**src/rtl/core/pngsu_pkg.sv**
```systemverilog
// Package for the PNG scanline unfilter: shared constants, filter and
// register codes, and the small modulo helpers for the left-neighbor slot.
// No dependencies.
package pngsu_pkg;

  // Default sizing of the line store and the left-neighbor history
  localparam int MAX_ROW_BYTES_DEF = 4096;
  localparam int MAX_BPP_DEF       = 8;

  // Width the slot helper works on (covers column values up to 131071)
  localparam int COL_FN_W = 17;

  // Configuration port
  localparam int CFG_W     = 16;
  localparam int CFG_IDX_W = 2;
  localparam logic [CFG_IDX_W-1:0] CFG_BPP    = 2'd0;
  localparam logic [CFG_IDX_W-1:0] CFG_WIDTH  = 2'd1;
  localparam logic [CFG_IDX_W-1:0] CFG_HEIGHT = 2'd2;

  // Filter type codes
  localparam logic [2:0] FLT_NONE  = 3'd0;
  localparam logic [2:0] FLT_SUB   = 3'd1;
  localparam logic [2:0] FLT_UP    = 3'd2;
  localparam logic [2:0] FLT_AVG   = 3'd3;
  localparam logic [2:0] FLT_PAETH = 3'd4;

  // x mod 3 by folding base-4 digits (4 = 1 mod 3)
  function automatic logic [1:0] mod3(input logic [COL_FN_W-1:0] x);
    logic [17:0] xp;
    logic [4:0]  s;
    logic [2:0]  t;
    logic [2:0]  u;
    xp = 18'(x);
    s  = '0;
    for (int i = 0; i < 9; i++) begin
      s = s + 5'(xp[2*i +: 2]);
    end
    t = 3'(s[1:0]) + 3'(s[3:2]) + 3'(s[4]);
    u = 3'(t[1:0]) + 3'(t[2]);
    if (u >= 3'd3) begin
      u = u - 3'd3;
    end
    return u[1:0];
  endfunction

  // x mod 5 by folding base-16 digits (16 = 1 mod 5)
  function automatic logic [2:0] mod5(input logic [COL_FN_W-1:0] x);
    logic [19:0] xp;
    logic [6:0]  s;
    logic [4:0]  t;
    logic [4:0]  u;
    xp = 20'(x);
    s  = '0;
    for (int i = 0; i < 5; i++) begin
      s = s + 7'(xp[4*i +: 4]);
    end
    t = 5'(s[3:0]) + 5'(s[6:4]);
    u = 5'(t[3:0]) + 5'(t[4]);
    for (int i = 0; i < 3; i++) begin
      if (u >= 5'd5) begin
        u = u - 5'd5;
      end
    end
    return u[2:0];
  endfunction

  // x mod 7 by folding base-8 digits (8 = 1 mod 7)
  function automatic logic [2:0] mod7(input logic [COL_FN_W-1:0] x);
    logic [17:0] xp;
    logic [5:0]  s;
    logic [3:0]  t;
    logic [3:0]  u;
    xp = 18'(x);
    s  = '0;
    for (int i = 0; i < 6; i++) begin
      s = s + 6'(xp[3*i +: 3]);
    end
    t = 4'(s[2:0]) + 4'(s[5:3]);
    u = 4'(t[2:0]) + 4'(t[3]);
    if (u >= 4'd7) begin
      u = u - 4'd7;
    end
    return u[2:0];
  endfunction

  // column mod bytes-per-pixel, bpp already limited to 1..8
  function automatic logic [2:0] mod_bpp(input logic [COL_FN_W-1:0] x,
                                         input logic [3:0] b);
    logic [1:0] r3;
    logic [2:0] res;
    r3 = mod3(x);
    case (b)
      4'd2:    res = 3'(x[0]);
      4'd3:    res = 3'(r3);
      4'd4:    res = 3'(x[1:0]);
      4'd5:    res = mod5(x);
      // mod 6 from mod 3 and parity
      4'd6:    res = 3'(r3) + (((r3[0] ^ x[0]) == 1'b1) ? 3'd3 : 3'd0);
      4'd7:    res = mod7(x);
      4'd8:    res = x[2:0];
      default: res = 3'd0;
    endcase
    return res;
  endfunction

endpackage

```
**src/rtl/core/pngsu_recon.sv**
```systemverilog
// Byte reconstruction datapath: predictor select (none/sub/up/avg/paeth)
// and the final modulo-256 add. Depends on pngsu_pkg.
module pngsu_recon
  import pngsu_pkg::*;
(
  input  logic [2:0] kind,
  input  logic [7:0] cur,
  input  logic [7:0] left,
  input  logic [7:0] up,
  input  logic [7:0] upleft,
  output logic [7:0] val
);

  logic signed [9:0] d_pa;
  logic signed [9:0] d_pb;
  logic signed [9:0] d_pc;
  logic [9:0]        pa;
  logic [9:0]        pb;
  logic [9:0]        pc;
  logic [7:0]        paeth;
  logic [8:0]        avg_sum;
  logic [7:0]        pred;

  // paeth distances: |b-c|, |a-c|, |a+b-2c|
  always_comb begin
    d_pa = $signed({2'b00, up})   - $signed({2'b00, upleft});
    d_pb = $signed({2'b00, left}) - $signed({2'b00, upleft});
    d_pc = $signed({2'b00, left}) + $signed({2'b00, up})
         - $signed({1'b0, upleft, 1'b0});
    pa = (d_pa < 0) ? 10'(-d_pa) : 10'(d_pa);
    pb = (d_pb < 0) ? 10'(-d_pb) : 10'(d_pb);
    pc = (d_pc < 0) ? 10'(-d_pc) : 10'(d_pc);
    if (pa <= pb && pa <= pc) begin
      paeth = left;
    end else if (pb <= pc) begin
      paeth = up;
    end else begin
      paeth = upleft;
    end
  end

  assign avg_sum = {1'b0, left} + {1'b0, up};

  // predictor select
  always_comb begin
    case (kind)
      FLT_SUB:   pred = left;
      FLT_UP:    pred = up;
      FLT_AVG:   pred = avg_sum[8:1];
      FLT_PAETH: pred = paeth;
      default:   pred = 8'd0;
    endcase
  end

  assign val = cur + pred;

endmodule

```
**config.mk**
```make
export PLATFORM = sky130hd
export DESIGN_NAME = pngsu_recon
export DESIGN_NICKNAME = d
export VERILOG_FILES = /design/src/rtl/core/pngsu_pkg.sv /design/src/rtl/core/pngsu_recon.sv
export SDC_FILE = /design/constraint.sdc
export NUM_CORES = 1
export LEC_CHECK = 0
export BUFFER_PORTS_ARGS = -buffer_cell sky130_fd_sc_hd__buf_2
export CAP_MARGIN = 0
export CORE_AREA = 2 2 102 104
export DETAILED_ROUTE_END_ITERATION = 6
export DIE_AREA = 0 0 104 106
export PLACE_DENSITY = 0.52
export SLEW_MARGIN = 10
export SYNTH_ARGS = -nofsm -noshare
export SYNTH_HDL_FRONTEND = slang
export SYNTH_SLANG_ARGS = --single-unit
```
**constraint.sdc**
```tcl
create_clock -name vclk -period 11.6
set_clock_uncertainty 0.2 [all_clocks]
set_input_delay 1.16 -clock vclk [all_inputs]
set_output_delay 1.16 -clock vclk [all_outputs]
set_load 0.05 [all_outputs]
```
==> results.sh <==
export IMPL_outcome="completed"
export IMPL_die_area_um2=11000
export IMPL_yosys_warnings=0
export IMPL_finalHoldViolations=0
export IMPL_grt_max_degree=18
export IMPL_grt_use_met3=0.00429
export IMPL_worst_pin_slew_ns=0.923
export IMPL_layout_commonest_cell="inv_1"
export IMPL_path_class="input pin to output port"
export IMPL_coreArea_um2=10000
export IMPL_grt_use_total=0.175
export IMPL_use_met2=0.320
export IMPL_drtIter0Drc=92
export IMPL_drcViolationCount=0
export IMPL_cp_slowest_cell="o21ai_1"
export IMPL_synth_area_top_cells="ha_1, xnor2_1, inv_1"
export IMPL_gp_routability_congestion=0.838
export IMPL_hpwlAfterDp_mm=8.62
export IMPL_vias=3297
export IMPL_fmax_mhz=111
export IMPL_layout_area_seq_um2=0
export IMPL_design_seq_count=0
export IMPL_yosysUniqueCellTypes=60
export IMPL_grt_pass1_wl_mm=16.0
export IMPL_mostFrequentLayoutCells="inv_1, ha_1, buf_2, a21oi_1, xnor2_1"
export IMPL_synth_top_area_cell="ha_1"
export IMPL_slew_violations=0
export IMPL_critPathLaunchType="input pin"
export IMPL_critPathMaxFanout=12
export IMPL_peakVddDrop_mv=0.0561
export IMPL_cp_end_kind="output port"
export IMPL_hold_path_class="input pin to output port"
export IMPL_via_per_inst=5.23
export IMPL_routed_wl_mm=9.58
export IMPL_post_route_min_period_ns=9.04
export IMPL_diodes=0
export IMPL_firstDrtPassIters=4
export IMPL_cap_violations=0
export IMPL_post_route_period_util=0.779
export IMPL_syn_inst=456
export IMPL_rows=37
export IMPL_post_drt_wl_per_cell_um=15.2
export IMPL_min_path_cells=3
export IMPL_ant_nets=0
export IMPL_cp_top_family="compound AO/OA/AOI/OAI gates"
export IMPL_grt_busiest_layer="met2"
export IMPL_p_leak_nw=1.88
export IMPL_antenna_found_initial=0
export IMPL_powerDensity_nw_per_um2=123
export IMPL_max_slew_margin=0.384
export IMPL_grt_pass1_vias=3289
export IMPL_critPathRequiredTime_ns=10.24
export IMPL_yosysSeqAreaShare=0
export IMPL_setup_tns_ns=0
export IMPL_yosysTopAreaCellShare=0.255
export IMPL_min_to="val[0]"
export IMPL_path_depth=31
export IMPL_holdBufCountCts=0
export IMPL_cp_buffers_inverters=5
export IMPL_rsz0062_at_grt="false"
export IMPL_die_x_um=104
export IMPL_setup_viol=0
export IMPL_overflow=0
export IMPL_io_pins=43
export IMPL_syn_area_um2=3380
export IMPL_initial_core_util=0.338
export IMPL_die_y_um=106
export IMPL_critPathMostFrequentCell="a21oi_1"
export IMPL_post_cts_buffers=0
export IMPL_cts_resized=0
export IMPL_holdCritStartpoint="cur[0]"
export IMPL_syn_area_per_cell_um2=7.42
export IMPL_arrival_ns=7.68
export IMPL_power_mw=0.461
export IMPL_io_buffers=43
export IMPL_max_stage_delay_ns=0.59
export IMPL_drive_above_1_share=0.115
export IMPL_num_nets_final=611
export IMPL_area_growth_pct=10.8
export IMPL_clock_buffers=0
export IMPL_use_met1=0.231
where the power goes:
group	internal, mW	total [mW]	switching, mW
Combinational	0.182	0.461	0.279
Clock	0	0	0
Sequential	0	0	0
Total	0.182	0.461	0.279
layer usage:
layer  vias up  share of wire
met2        91           0.47
met4         0          0.025
met3        20          0.030
met5         -              0
li1       1694              -
met1      1492           0.47
cell families (layout without fill, tap and decap cells):
logic type      after synthesis  in the layout  synth area share
xor+xnor                     49             49             0.131
mux                           2              2           0.00629
simple gates                102            102             0.158
fa+ha+maj                    82             82             0.326
compound gates              142            142             0.290
buf+inv                      77            113            0.0858
other cells                   2              4           0.00222
cell type report:
type | instances | area [µm²]
fillers | 1094 | 6250
inverters | 70 | 263
multi-input cells | 381 | 3100
well taps | 136 | 170
repair buffers | 43 | 215
Yosys cell counts (2+ instances only):
library cell	instances
conb_1	2
xnor2_1	32
or2_1	3
o21ai_0	16
nor2b_1	7
nand2_1	20
a211o_1	2
o31ai_1	3
fa_1	11
nor2_1	28
nor3b_1	2
nor4b_1	2
o21ai_1	15
and2_1	2
clkbuf_1	5
a21o_1	19
o21bai_1	8
ha_1	69
o21a_1	9
xor2_2	2
xor2_1	15
a21oi_1	34
nor3_1	4
or4_1	2
o22ai_1	3
or3_4	2
maj3_1	2
and3b_1	2
nand4_1	7
or3_1	4
a22oi_1	7
inv_1	70
a31oi_1	9
a211oi_1	3
nand3_1	10
through the flow:
stage	worst slack, ns	instance area (µm²)	instances	utilization	hold WS, ns
2_1_floorplan	3.08	3390	458	-	2.50
3_5_place_dp	2.60	3750	630	0.375	2.57
3_3_place_gp	2.64	3750	630	0.375	2.56
5_1_grt	2.00	3750	630	0.375	2.60
6_report	2.56	3750	630	0.375	2.57
4_1_cts	2.58	3750	630	0.375	2.57
worst max-delay path by stage:
stage | endpoint | start | slack (ns)
6_report | val[7] | left[2] | 2.56
5_1_grt | val[7] | left[2] | 2.00
4_1_cts | val[7] | left[2] | 2.58
3_5_place_dp | val[7] | left[2] | 2.60
3_3_place_gp | val[7] | left[2] | 2.64
2_1_floorplan | val[7] | left[2] | 3.08
(Power assumes the default switching activity.)
